### src/design/lz4_block_size_scanner_unit_defines.svh
// ----------------------------------------------------------------------------
// lz4 block size scanner assertion macros
// shared assertion wrappers, empty when SYNTH is defined
// ----------------------------------------------------------------------------
`ifndef LZ4_BLOCK_SIZE_SCANNER_UNIT_DEFINES_SVH
`define LZ4_BLOCK_SIZE_SCANNER_UNIT_DEFINES_SVH

`ifndef SYNTH
// checked property, skipped while reset is high
`define LBS_ASSERT(lbl, clock, reset, prop, msg) \
  lbl: assert property (@(posedge clock) disable iff (reset) (prop)) else $error(msg);
// checked property, also during reset
`define LBS_ASSERT_ALWAYS(lbl, clock, prop, msg) \
  lbl: assert property (@(posedge clock) (prop)) else $error(msg);
`else
`define LBS_ASSERT(lbl, clock, reset, prop, msg)
`define LBS_ASSERT_ALWAYS(lbl, clock, prop, msg)
`endif

`endif

### src/design/lz4bs_pkg.sv
// ----------------------------------------------------------------------------
// lz4 block size scanner package
// phase and status codes, scan state type and the saturating size add
// ----------------------------------------------------------------------------
package lz4bs_pkg;

  // width of the decoded size accumulator
  localparam int SIZE_BITS = 32;
  // width used to compare a 16-bit offset against the size
  localparam int CMP_W = (SIZE_BITS > 16) ? SIZE_BITS : 16;

  localparam logic [3:0] NIBBLE_EXT  = 4'hf;  // nibble that asks for extension bytes
  localparam logic [7:0] EXT_MORE    = 8'hff; // extension byte that continues the run
  localparam logic [2:0] MATCH_BIAS  = 3'd4;  // minimum match length

  typedef enum logic [2:0] {
    PH_TOKEN     = 3'd0,
    PH_LIT_EXT   = 3'd1,
    PH_LITERALS  = 3'd2,
    PH_OFF_LO    = 3'd3,
    PH_OFF_HI    = 3'd4,
    PH_MATCH_EXT = 3'd5
  } phase_t;

  typedef enum logic [1:0] {
    ST_OK          = 2'd0,
    ST_INVALID_END = 2'd1,
    ST_OVERFLOW    = 2'd2
  } status_t;

  typedef struct packed {
    phase_t                 phase;
    logic [31:0]            literal_remaining;
    logic [SIZE_BITS-1:0]   size_total;
    logic [7:0]             offset_low;
    logic [15:0]            link_max;
    logic [3:0]             match_nibble;
    logic                   overflowed;
  } scan_state_t;

  localparam scan_state_t SCAN_RESET = '{
    phase:             PH_TOKEN,
    literal_remaining: 32'd0,
    size_total:        '0,
    offset_low:        8'd0,
    link_max:          16'd0,
    match_nibble:      4'd0,
    overflowed:        1'b0
  };

  typedef struct packed {
    logic [SIZE_BITS-1:0] value;
    logic                 ovf;
  } sat_sum_t;

  // add with saturation at all ones
  function automatic sat_sum_t size_add(input logic [SIZE_BITS-1:0] cur,
                                        input logic [SIZE_BITS-1:0] amt);
    logic [SIZE_BITS:0] s;
    sat_sum_t           r;
    s       = {1'b0, cur} + {1'b0, amt};
    r.ovf   = s[SIZE_BITS];
    r.value = s[SIZE_BITS] ? '1 : s[SIZE_BITS-1:0];
    return r;
  endfunction

endpackage

### src/design/lz4bs_step.sv
// ----------------------------------------------------------------------------
// lz4 block size scanner step
// next scan state for one compressed byte, one shared size adder
// ----------------------------------------------------------------------------
module lz4bs_step (
  input  lz4bs_pkg::scan_state_t cur,
  input  logic [7:0]             data_byte,
  output lz4bs_pkg::scan_state_t nxt
);

  logic [lz4bs_pkg::SIZE_BITS-1:0] size_amt;
  lz4bs_pkg::sat_sum_t             size_sum;
  logic [32:0]                     lit_sum;
  logic [31:0]                     lit_dec;
  logic [15:0]                     offset;
  logic [lz4bs_pkg::CMP_W-1:0]     offset_ext;
  logic [lz4bs_pkg::CMP_W-1:0]     size_ext;
  logic [lz4bs_pkg::CMP_W-1:0]     reach;

  // amount for the shared size adder
  always_comb begin
    case (cur.phase)
      lz4bs_pkg::PH_LIT_EXT,
      lz4bs_pkg::PH_MATCH_EXT: size_amt = lz4bs_pkg::SIZE_BITS'(data_byte);
      lz4bs_pkg::PH_OFF_HI:    size_amt = lz4bs_pkg::SIZE_BITS'(cur.match_nibble)
                                          + lz4bs_pkg::SIZE_BITS'(lz4bs_pkg::MATCH_BIAS);
      lz4bs_pkg::PH_LITERALS,
      lz4bs_pkg::PH_OFF_LO:    size_amt = '0;
      default:                 size_amt = lz4bs_pkg::SIZE_BITS'(data_byte[7:4]);
    endcase
  end

  assign size_sum   = lz4bs_pkg::size_add(cur.size_total, size_amt);
  assign lit_sum    = {1'b0, cur.literal_remaining} + {25'd0, data_byte};
  assign lit_dec    = (cur.literal_remaining != 32'd0) ? cur.literal_remaining - 32'd1
                                                       : cur.literal_remaining;
  assign offset     = {data_byte, cur.offset_low};
  assign offset_ext = lz4bs_pkg::CMP_W'(offset);
  assign size_ext   = lz4bs_pkg::CMP_W'(cur.size_total);
  assign reach      = offset_ext - size_ext;

  always_comb begin
    nxt = cur;
    case (cur.phase)
      lz4bs_pkg::PH_LIT_EXT: begin
        nxt.size_total = size_sum.value;
        if (lit_sum[32]) begin
          nxt.literal_remaining = '1;
        end else begin
          nxt.literal_remaining = lit_sum[31:0];
        end
        nxt.overflowed = cur.overflowed | size_sum.ovf | lit_sum[32];
        if (data_byte != lz4bs_pkg::EXT_MORE) begin
          nxt.phase = lz4bs_pkg::PH_LITERALS;
        end
      end
      lz4bs_pkg::PH_LITERALS: begin
        nxt.literal_remaining = lit_dec;
        if (lit_dec == 32'd0) begin
          nxt.phase = lz4bs_pkg::PH_OFF_LO;
        end
      end
      lz4bs_pkg::PH_OFF_LO: begin
        nxt.offset_low = data_byte;
        nxt.phase      = lz4bs_pkg::PH_OFF_HI;
      end
      lz4bs_pkg::PH_OFF_HI: begin
        // reach before block start, kept only when positive and larger
        if (offset_ext > size_ext && reach[15:0] > cur.link_max) begin
          nxt.link_max = reach[15:0];
        end
        nxt.size_total = size_sum.value;
        nxt.overflowed = cur.overflowed | size_sum.ovf;
        nxt.phase = (cur.match_nibble == lz4bs_pkg::NIBBLE_EXT) ? lz4bs_pkg::PH_MATCH_EXT
                                                                 : lz4bs_pkg::PH_TOKEN;
      end
      lz4bs_pkg::PH_MATCH_EXT: begin
        nxt.size_total = size_sum.value;
        nxt.overflowed = cur.overflowed | size_sum.ovf;
        if (data_byte != lz4bs_pkg::EXT_MORE) begin
          nxt.phase = lz4bs_pkg::PH_TOKEN;
        end
      end
      default: begin
        // token, also taken for unused phase codes
        nxt.match_nibble      = data_byte[3:0];
        nxt.literal_remaining = 32'(data_byte[7:4]);
        nxt.size_total        = size_sum.value;
        nxt.overflowed        = cur.overflowed | size_sum.ovf;
        if (data_byte[7:4] == lz4bs_pkg::NIBBLE_EXT) begin
          nxt.phase = lz4bs_pkg::PH_LIT_EXT;
        end else if (data_byte[7:4] != 4'd0) begin
          nxt.phase = lz4bs_pkg::PH_LITERALS;
        end else begin
          nxt.phase = lz4bs_pkg::PH_OFF_LO;
        end
      end
    endcase
  end

endmodule

### src/design/lz4_block_size_scanner_unit.sv
// ----------------------------------------------------------------------------
// lz4 block size scanner unit
// walks an lz4 block byte by byte and reports decoded size and link distance
// ----------------------------------------------------------------------------
// usage
//   input channel: one compressed byte per beat on data_byte, with block_end
//   high on the last byte of the block; in_valid / in_ready handshake
//   output channel: one beat per block, carrying decoded_size, link_distance
//   and status; out_valid / out_ready handshake
//   throughput: one byte per cycle, sustained, through a one-byte input
//   register and a result register; the only stall is a final byte that
//   finds the result register still full and not being taken
//   result timing: a block's result shows on out_valid in the cycle after the
//   edge that moves its final byte out of the input register, which waits
//   until the result register is free or being taken
//   non-final bytes flow through even while the receiver stalls
//   reset (rst, synchronous): input and result registers empty, scan state
//   back to expecting a token with all counts at zero
//   after a final byte the scan state clears for the next block
// ----------------------------------------------------------------------------
`include "lz4_block_size_scanner_unit_defines.svh"

module lz4_block_size_scanner_unit (
  input  logic        clk,
  input  logic        rst,
  input  logic        in_valid,
  output logic        in_ready,
  input  logic [7:0]  data_byte,
  input  logic        block_end,
  output logic        out_valid,
  input  logic        out_ready,
  output logic [31:0] decoded_size,
  output logic [15:0] link_distance,
  output logic [1:0]  status
);

  // input register
  logic       stage_valid;
  logic [7:0] stage_byte;
  logic       stage_end;
  logic       stage_adv;
  logic       in_fire;

  // scan state
  lz4bs_pkg::scan_state_t state;
  lz4bs_pkg::scan_state_t step_next;
  lz4bs_pkg::status_t     status_next;

  // a final byte needs a free result slot, other bytes always move on
  assign stage_adv = stage_valid & (~stage_end | ~out_valid | out_ready);
  assign in_ready  = ~stage_valid | stage_adv;
  assign in_fire   = in_valid & in_ready;

  always_ff @(posedge clk) begin
    if (rst) begin
      stage_valid <= 1'b0;
    end else if (in_fire) begin
      stage_valid <= 1'b1;
    end else if (stage_adv) begin
      stage_valid <= 1'b0;
    end
  end

  always_ff @(posedge clk) begin
    if (in_fire) begin
      stage_byte <= data_byte;
      stage_end  <= block_end;
    end
  end

  lz4bs_step u_step (
    .cur       (state),
    .data_byte (stage_byte),
    .nxt       (step_next)
  );

  // block ends well only right after a literal run
  always_comb begin
    if (step_next.phase != lz4bs_pkg::PH_OFF_LO) begin
      status_next = lz4bs_pkg::ST_INVALID_END;
    end else if (step_next.overflowed) begin
      status_next = lz4bs_pkg::ST_OVERFLOW;
    end else begin
      status_next = lz4bs_pkg::ST_OK;
    end
  end

  always_ff @(posedge clk) begin
    if (rst) begin
      state <= lz4bs_pkg::SCAN_RESET;
    end else if (stage_adv) begin
      state <= stage_end ? lz4bs_pkg::SCAN_RESET : step_next;
    end
  end

  // result register
  always_ff @(posedge clk) begin
    if (rst) begin
      out_valid <= 1'b0;
    end else if (stage_adv && stage_end) begin
      out_valid <= 1'b1;
    end else if (out_ready) begin
      out_valid <= 1'b0;
    end
  end

  always_ff @(posedge clk) begin
    if (stage_adv && stage_end) begin
      decoded_size  <= 32'(step_next.size_total);
      link_distance <= step_next.link_max;
      status        <= status_next;
    end
  end

  // a final byte clears the scan state
  `LBS_ASSERT(a_clear_after_end, clk, rst, stage_adv && stage_end |=> state == lz4bs_pkg::SCAN_RESET, "scan state not cleared after final byte")
  // a final byte always produces a result beat
  `LBS_ASSERT(a_result_after_end, clk, rst, stage_adv && stage_end |=> out_valid, "final byte left no result")
  // input held off only by a final byte waiting on a full result register
  `LBS_ASSERT(a_ready_cause, clk, rst, !in_ready |-> stage_valid && stage_end && out_valid && !out_ready, "input stalled without cause")
  // while in reset both registers stay empty
  `LBS_ASSERT_ALWAYS(a_reset_empty, clk, rst |=> !stage_valid && !out_valid, "registers not empty after reset")

endmodule
### config.mk
export PLATFORM = sky130hd
export DESIGN_NAME = lz4_block_size_scanner_unit
export DESIGN_NICKNAME = d
export VERILOG_FILES = /design/src/design/lz4bs_pkg.sv /design/src/design/lz4bs_step.sv /design/src/design/lz4_block_size_scanner_unit.sv
export VERILOG_INCLUDE_DIRS = /design/src /design/src/design
export SDC_FILE = /design/constraint.sdc
export NUM_CORES = 1
export LEC_CHECK = 0
export BUFFER_PORTS_ARGS = -buffer_cell sky130_fd_sc_hd__buf_2
export CORE_MARGIN = 5
export CORE_UTILIZATION = 35
export CTS_CLUSTER_DIAMETER = 50
export DETAILED_ROUTE_END_ITERATION = 12
export PLACE_DENSITY = 0.5
export SLEW_MARGIN = 20
export SYNTH_ARGS = -nofsm -noshare
export SYNTH_HDL_FRONTEND = slang
export SYNTH_SLANG_ARGS = --single-unit
### constraint.sdc
create_clock -name clk -period 4.3 [get_ports clk]
set_clock_uncertainty 0.05 [all_clocks]
set_input_delay 0.86 -clock clk [delete_from_list [all_inputs] [get_ports clk]]
set_output_delay 0.86 -clock clk [all_outputs]
set_load 0.03 [all_outputs]
* Word-level counts from Yosys, hierarchy flattened
Index checks and enable logic that the tools add are counted.
** Word-level totals
- Bits in registers :: 157
- Input bits :: 13
- Output and inout port bits :: 52
- Word-level logic and storage cells :: 81
** Cells by class
- $add $sub $neg :: 5
- Magnitude comparators :: 2
- Eq/ne operators :: 11
- Multiplexer cells :: 24
- Bitwise gates (word level) :: 10
- Reduce and logical (&&, ||, !) cells :: 15
** Operator list (count)
- 32-bit case mux with 3 select lines :: 2
- 32-bit 2-to-1 mux :: 4
- 96-bit 2-to-1 mux :: 1
- 32-bit by 32-bit adder with 33-bit output :: 1
- 32-bit by 8-bit adder with 33-bit output :: 1
- 16-bit by 32-bit > comparator with 1-bit output :: 1
- 32-bit logical NOT :: 1
- 16-bit 2-to-1 mux :: 2
- 32-bit nonzero test :: 1
- 32-bit by 1-bit subtractor with 32-bit output, second input constant :: 1
- 16-bit > comparator :: 1
- 16-bit subtractor :: 1
- 3-bit case mux with 5 select lines :: 1
- 3-bit 2-to-1 mux :: 4
- 4-bit == test, second input constant :: 2
- 8-bit 2-to-1 mux :: 1
- 8-bit != test, second input constant :: 1
- 3-bit by 2-bit == test with 1-bit output, second input constant :: 2
- 3-bit == test, second input constant :: 2
- 2-bit AND reduction :: 3
- 2-bit nonzero test :: 3
- 4-bit by 3-bit adder with 5-bit output, second input constant :: 1
- 1-bit 2-to-1 mux :: 5
- 1-bit OR :: 5
- 13 further kinds :: 20

* Depth between registers and ports, before layout
- Word-level depth :: 8
- Mapped depth :: 22
- Mapped depth without buffers :: 21

* Cells and area by module
A second synthesis with hierarchy kept.
** Second synthesis, totals
- Cell total of the unflattened synthesis :: 1150
- Area total of the unflattened synthesis :: 10272.4 µm²
** By module, submodules not included
- lz4bs_step :: times used 1, cells an instance 862, area each 5482.8 µm², sequential area each 0.0 µm²
- lz4_block_size_scanner_unit :: times used 1, cells an instance 288, area each 4789.6 µm², sequential area each 3733.6 µm²

* Worst setup path after synthesis
OpenSTA, ideal clock, no wires.
- Path kind :: reg-to-reg
- From :: reg state[29] (netlist name)
- To :: reg state[10] (netlist name)
- Setup time :: 0.065 ns
- Arrival time :: 4.112 ns
- Data required time :: 4.185 ns
- Slack :: 0.073 ns
- Stages on the path, launching flop included :: 22
- Path buffers :: 1
- Clock period less this slack :: 4.227 ns
- Path through :: dfxtp_1 > ha_1 > inv_1 > fa_1 > a21o_1 > a21oi_1 > o221ai_1 > a21oi_1 > o21bai_1 > a21oi_1 > xor2_1 > inv_1 > ha_1 > nand4_1 > or2_2 > a211oi_1 > or3_1 > o211a_1 > o21ai_1 > clkbuf_1 > a22oi_1 > nor2_1
** Between the ends
- Word-level cells in the longest chain between the ends :: 6
- Elaborated cells on any way between the ends :: 7
** Ends and longest elaborated chain
- from (decl) :: line lz4_block_size_scanner_unit.sv:45 : lz4bs_pkg::scan_state_t state;
- from (signal assigned) :: line lz4_block_size_scanner_unit.sv:90 : state <= lz4bs_pkg::SCAN_RESET;
- from (signal assigned) :: line lz4_block_size_scanner_unit.sv:92 : state <= stage_end ? lz4bs_pkg::SCAN_RESET : step_next;
- 16-bit subtractor :: line lz4bs_step.sv:40 : assign reach = offset_ext - size_ext;
- 16-bit > comparator :: line lz4bs_step.sv:69 : if (offset_ext > size_ext && reach[15:0] > cur.link_max) begin
- 1-bit logical AND :: line lz4bs_step.sv:69
- 16-bit 2-to-1 mux * :: line lz4bs_step.sv:69
- 16-bit 2-to-1 mux * :: line lz4bs_step.sv:44 : case (cur.phase)
- 96-bit 2-to-1 mux * :: line lz4_block_size_scanner_unit.sv:92
Mark *: on every way between the ends. The rest lies on a longest branch, timed or not.
A chain may end at the register's enable or synchronous reset.

==> run_summary.xml <==
<?xml version="1.0" encoding="UTF-8"?>
<metrics>
  <group name="floorplan">
    <metric name="floorplan.rows" unit="">63</metric>
    <metric name="floorplan.die.width" unit="µm">184</metric>
    <metric name="core-area" unit="µm²">29700</metric>
    <metric name="die_y" unit="µm">184</metric>
    <metric name="area_of_the_die" unit="µm²">33800</metric>
    <metric name="start_util" unit="%">35.6</metric>
    <metric name="ioPinCount" unit="">65</metric>
  </group>
  <group name="min_path">
    <metric name="holdCritPathClass" unit="">reg2reg</metric>
    <metric name="min_delay_path_depth" unit="">2</metric>
    <metric name="hold_path_end" unit="">state[19]</metric>
    <metric name="hold_start" unit="">state[19]</metric>
  </group>
  <group name="placed_design">
    <metric name="hpwl" unit="mm">25.2</metric>
    <metric name="buffer_ports.inserted" unit="">64</metric>
    <metric name="placed_area" unit="µm²">11600</metric>
    <metric name="detailedPlace.worstSlack" unit="ns">-0.172</metric>
    <metric name="placedCellCount" unit="">1738</metric>
    <metric name="gp_congestion" unit="">0.922</metric>
  </group>
  <group name="routing">
    <metric name="drc" unit="">0</metric>
    <metric name="starting_drt_drc_count" unit="">648</metric>
    <metric name="post_drt_wl_per_cell" unit="µm">18.9</metric>
    <metric name="via_count" unit="">9983</metric>
    <metric name="postRouteAntennaNets" unit="">0</metric>
    <metric name="routed_via_density" unit="">5.63</metric>
    <metric name="routed_wl" unit="mm">33.5</metric>
    <metric name="drt_pre_antenna_iters" unit="">7</metric>
  </group>
  <group name="clock_network">
    <metric name="cts_buffers" unit="">17</metric>
    <metric name="cts.sink_count" unit="">157</metric>
    <metric name="htreeDepth" unit="">4</metric>
    <metric name="cts_tree" unit="">done</metric>
    <metric name="path_clk_slew" unit="ns">0.07</metric>
    <metric name="cts-root-buf" unit="">clkbuf_16</metric>
    <metric name="cts_hold_buffers" unit="">0</metric>
    <metric name="clock_latency" unit="ns">0.43</metric>
    <metric name="cts-root-to-sink-buffers" unit="">2</metric>
  </group>
  <group name="synth">
    <metric name="synth-compound-area-share" unit="%">23.9</metric>
    <metric name="synthCells" unit="">1283</metric>
    <metric name="synth-simple-area-share" unit="%">22.6</metric>
    <metric name="post_synth_fa_ha_maj_area_fraction" unit="%">6.48</metric>
    <metric name="synth-edff-count" unit="">59</metric>
    <metric name="synth-async-reset-ratio" unit="%">0</metric>
    <metric name="netlist_top_cells_area" unit="">dfxtp_1 (19%), edfxtp_1 (17%), ha_1 (5.9%), o21ai_0 (5.0%), a21oi_1 (4.5%)</metric>
    <metric name="yosys-mux-area-fraction" unit="%">1.45</metric>
    <metric name="synth_top_area_share" unit="%">18.5</metric>
    <metric name="synth_xor_xnor_area_share" unit="%">4.79</metric>
    <metric name="synth_top_area_cell" unit="">dfxtp_1</metric>
    <metric name="ys_warn_count" unit="">0</metric>
    <metric name="synth.net_count" unit="">1349</metric>
    <metric name="synth_commonest_cells" unit="">nand2_1 (121), nor2_1 (111), o21ai_0 (105), dfxtp_1 (98), a21oi_1 (96)</metric>
    <metric name="mappedNetlistArea" unit="µm²">10600</metric>
    <metric name="yosysUniqueCellTypes" unit="">80</metric>
    <metric name="synth_flop_cell" unit="">dfxtp_1</metric>
    <metric name="yosys_register_bits" unit="">157</metric>
    <metric name="synth_area_per_cell" unit="µm²">8.25</metric>
    <metric name="share_of_the_yosys_chip_area_belonging_to_registers" unit="%">35.3</metric>
    <metric name="synth_top_family_by_area" unit="">compound AO/OA/AOI/OAI gates</metric>
    <metric name="leading_cell_type_by_number_of_instances_after_synthesis" unit="">nand2_1</metric>
  </group>
  <group name="final_layout">
    <metric name="seq_area" unit="µm²">3730</metric>
    <metric name="layout-drive-gt1-share" unit="%">16.6</metric>
    <metric name="final_design_area_no_fill" unit="µm²">12300</metric>
    <metric name="final_cell_count_no_fill" unit="">1774</metric>
    <metric name="final_net_count" unit="">1437</metric>
    <metric name="areaGrowthSynthToFinish" unit="%">16.4</metric>
    <metric name="n_fill_cell" unit="">3087</metric>
    <metric name="area_taken_by_multi_input_logic_gates" unit="µm²">6330</metric>
    <metric name="insertedDiodeCount" unit="">0</metric>
  </group>
  <group name="grt">
    <metric name="busiest_layer" unit="">met2</metric>
    <metric name="grt_antenna_before_repair" unit="">0</metric>
    <metric name="met1_routing_resource_usage_after_global_routing" unit="%">27.7</metric>
    <metric name="grt_overflow_total" unit="">0</metric>
    <metric name="first_global_vias" unit="">9344</metric>
    <metric name="grt.total_usage" unit="%">19.5</metric>
    <metric name="grt_use_met2" unit="%">30.9</metric>
    <metric name="grt_max_degree" unit="">45</metric>
    <metric name="global_route.usage.met3" unit="%">2.89</metric>
    <metric name="grt_pass1_wl" unit="mm">52.8</metric>
  </group>
  <group name="timing">
    <metric name="hold_viol" unit="">0</metric>
    <metric name="setup_ws" unit="ns">0.241</metric>
    <metric name="fin_crit_sh" unit="%">94.4</metric>
    <metric name="timing.final.setup_violations" unit="">0</metric>
    <metric name="fmax" unit="MHz">246</metric>
    <metric name="hold-worst-slack" unit="ns">0.429</metric>
    <metric name="worst_pin_slew" unit="ns">0.910</metric>
    <metric name="timing.final.crit_period" unit="ns">4.06</metric>
    <metric name="timing_max_transition_violations_final" unit="">0</metric>
    <metric name="slew_headroom" unit="%">38.8</metric>
  </group>
  <group name="setup_path">
    <metric name="r2r_cells" unit="">19</metric>
    <metric name="cpLargestDelayFamily" unit="">compound AO/OA/AOI/OAI gates</metric>
    <metric name="critPathMaxStageDelay" unit="ns">0.40</metric>
    <metric name="worstPathRequired" unit="ns">4.41</metric>
    <metric name="worst_ep_arrival_time" unit="ns">4.17</metric>
    <metric name="cp_cell_sequence" unit="">inv_1 -&gt; ha_1 -&gt; or3_1 -&gt; o211ai_1 -&gt; a31o_2 -&gt; o21bai_1 -&gt; a21oi_1 -&gt; xor2_1 -&gt; inv_1 -&gt; ha_1 -&gt; nand4_1 -&gt; or2_4 -&gt; a21oi_1 -&gt; or3_4 -&gt; o211a_1 -&gt; buf_4 -&gt; buf_4 -&gt; nand2_1 -&gt; o21ai_0</metric>
    <metric name="r2r_start" unit="">state[33]</metric>
    <metric name="r2r_setup_slk" unit="ns">0.24</metric>
    <metric name="crit_path_max_fanout" unit="">12</metric>
    <metric name="crit_type" unit="">reg2reg</metric>
    <metric name="critPathLaunchType" unit="">register</metric>
    <metric name="cp-end-kind" unit="">register</metric>
    <metric name="crit_slowest_cell" unit="">dfxtp_1</metric>
    <metric name="critical_path_buf_inv_count" unit="">4</metric>
    <metric name="worst_r2r_endpoint" unit="">link_distance[5]</metric>
  </group>
  <group name="power">
    <metric name="pwr_density_cell" unit="nW/µm²">304</metric>
    <metric name="max-vdd-ir-drop" unit="mV">0.192</metric>
    <metric name="power.leakage" unit="nW">4.88</metric>
  </group>
  <group name="job">
    <metric name="drv_cap" unit="">0</metric>
  </group>
  <group name="status">
    <metric name="run_status" unit="">finished, final reports clean</metric>
  </group>
</metrics>
[logic make-up (layout without fill, tap and decap cells)]
| logic type | Yosys count | after routing |
|---|---|---|
| compound gates | 392 | 392 |
| xor+xnor | 57 | 57 |
| fa+ha+maj | 53 | 53 |
| buf+inv | 137 | 238 |
| flops | 157 | 157 |
| mux | 15 | 15 |
| simple gates | 472 | 472 |
[area by class of cell]
type                            count  share of cell area [%]
Clock buffer                       18                    3.48
Clock inverter                     14                    1.46
Inverter                           60                    1.83
Multi-Input combinational cell    989                    51.4
Sequential cell                   157                    30.3
Tap cell                          390                    3.96
Timing Repair Buffer              146                    7.57
[worst max path at each step]
stage / endpoint / depth (start not counted) / from
floorplan: state[10] / 21 / state[29]
global placement: state[10] / 21 / state[21]
detailed placement: state[14] / 21 / state[21]
CTS: state[14] / 22 / state[21]
global route: link_distance[5] / 22 / state[21]
finish: link_distance[5] / 19 / state[33]
[sequential cells by signal, indices dropped and copies added, names as in the netlist]
name	flops
state	96
link_distance	16
status	2
stage_byte	8
decoded_size	32
stage_end	1
out_valid	1
stage_valid	1
[worst reg2reg max path, cell delays in order (launching register included)]
cell and delay (ns):
dfxtp_1 0.40, inv_1 0.07, ha_1 0.23, or3_1 0.38, o211ai_1 0.26, a31o_2 0.24
o21bai_1 0.08, a21oi_1 0.17, xor2_1 0.19, inv_1 0.06, ha_1 0.29, nand4_1 0.10
or2_4 0.14, a21oi_1 0.04, or3_4 0.37, o211a_1 0.26, buf_4 0.15, buf_4 0.16
nand2_1 0.07, o21ai_0 0.10
[report_power, final]
part | switching [W] | internal (W)
combinational | 0.000337 | 0.000201
clock | 0.000699 | 0.000930
sequential | 0.0000199 | 0.00156
[placed cells by master (no fill, tap or decap), drive strengths merged, types with 12 or more instances in the layout]
| cell type | Yosys | layout |
|---|---|---|
| xor2 | 24 | 24 |
| o21ai | 110 | 110 |
| or3 | 12 | 12 |
| nor2 | 112 | 112 |
| clkbuf | 64 | 18 |
| mux2i | 12 | 12 |
| xnor2 | 33 | 33 |
| edfxtp | 59 | 59 |
| a21oi | 96 | 96 |
| nand2b | 14 | 14 |
| nor2b | 19 | 19 |
| buf | 13 | 146 |
| nand2 | 121 | 121 |
| nand4 | 22 | 22 |
| ha | 50 | 50 |
| a31oi | 18 | 18 |
| a22o | 15 | 15 |
| nor3 | 44 | 44 |
| dfxtp | 98 | 98 |
| a21o | 19 | 19 |
| nor4 | 23 | 23 |
| a211oi | 14 | 14 |
| a22oi | 39 | 39 |
| nand3 | 41 | 41 |
| inv | 60 | 67 |
| and2 | 18 | 18 |
| and3 | 18 | 18 |
| o211ai | 15 | 15 |
[metrics by stage]
stage                     util [%]  power (W)  setup TNS [ns]
final                         41.5    0.00375               0
after global routing          41.5    0.00389         -0.0322
after CTS                     41.2    0.00376               0
after detailed placement      39.1    0.00214           -1.66
after global placement        39.1    0.00214           -1.17
after floorplan                  -    0.00196               0
[metal layers]
metal	vias to the layer above	wire length, µm
li1	4889	-
met1	4756	16000
met2	290	15100
met5	-	0
met4	0	634
met3	48	1790
[repair_timing]
item / 4_1_cts / 5_1_grt
setup buffers: 0 / 3
pin swaps: 0 / 10
endpoints found under the setup margin: 20 / 38
gates resized for setup: 4 / 15
gates cloned: 0 / 1
(Power assumes the default switching activity.)
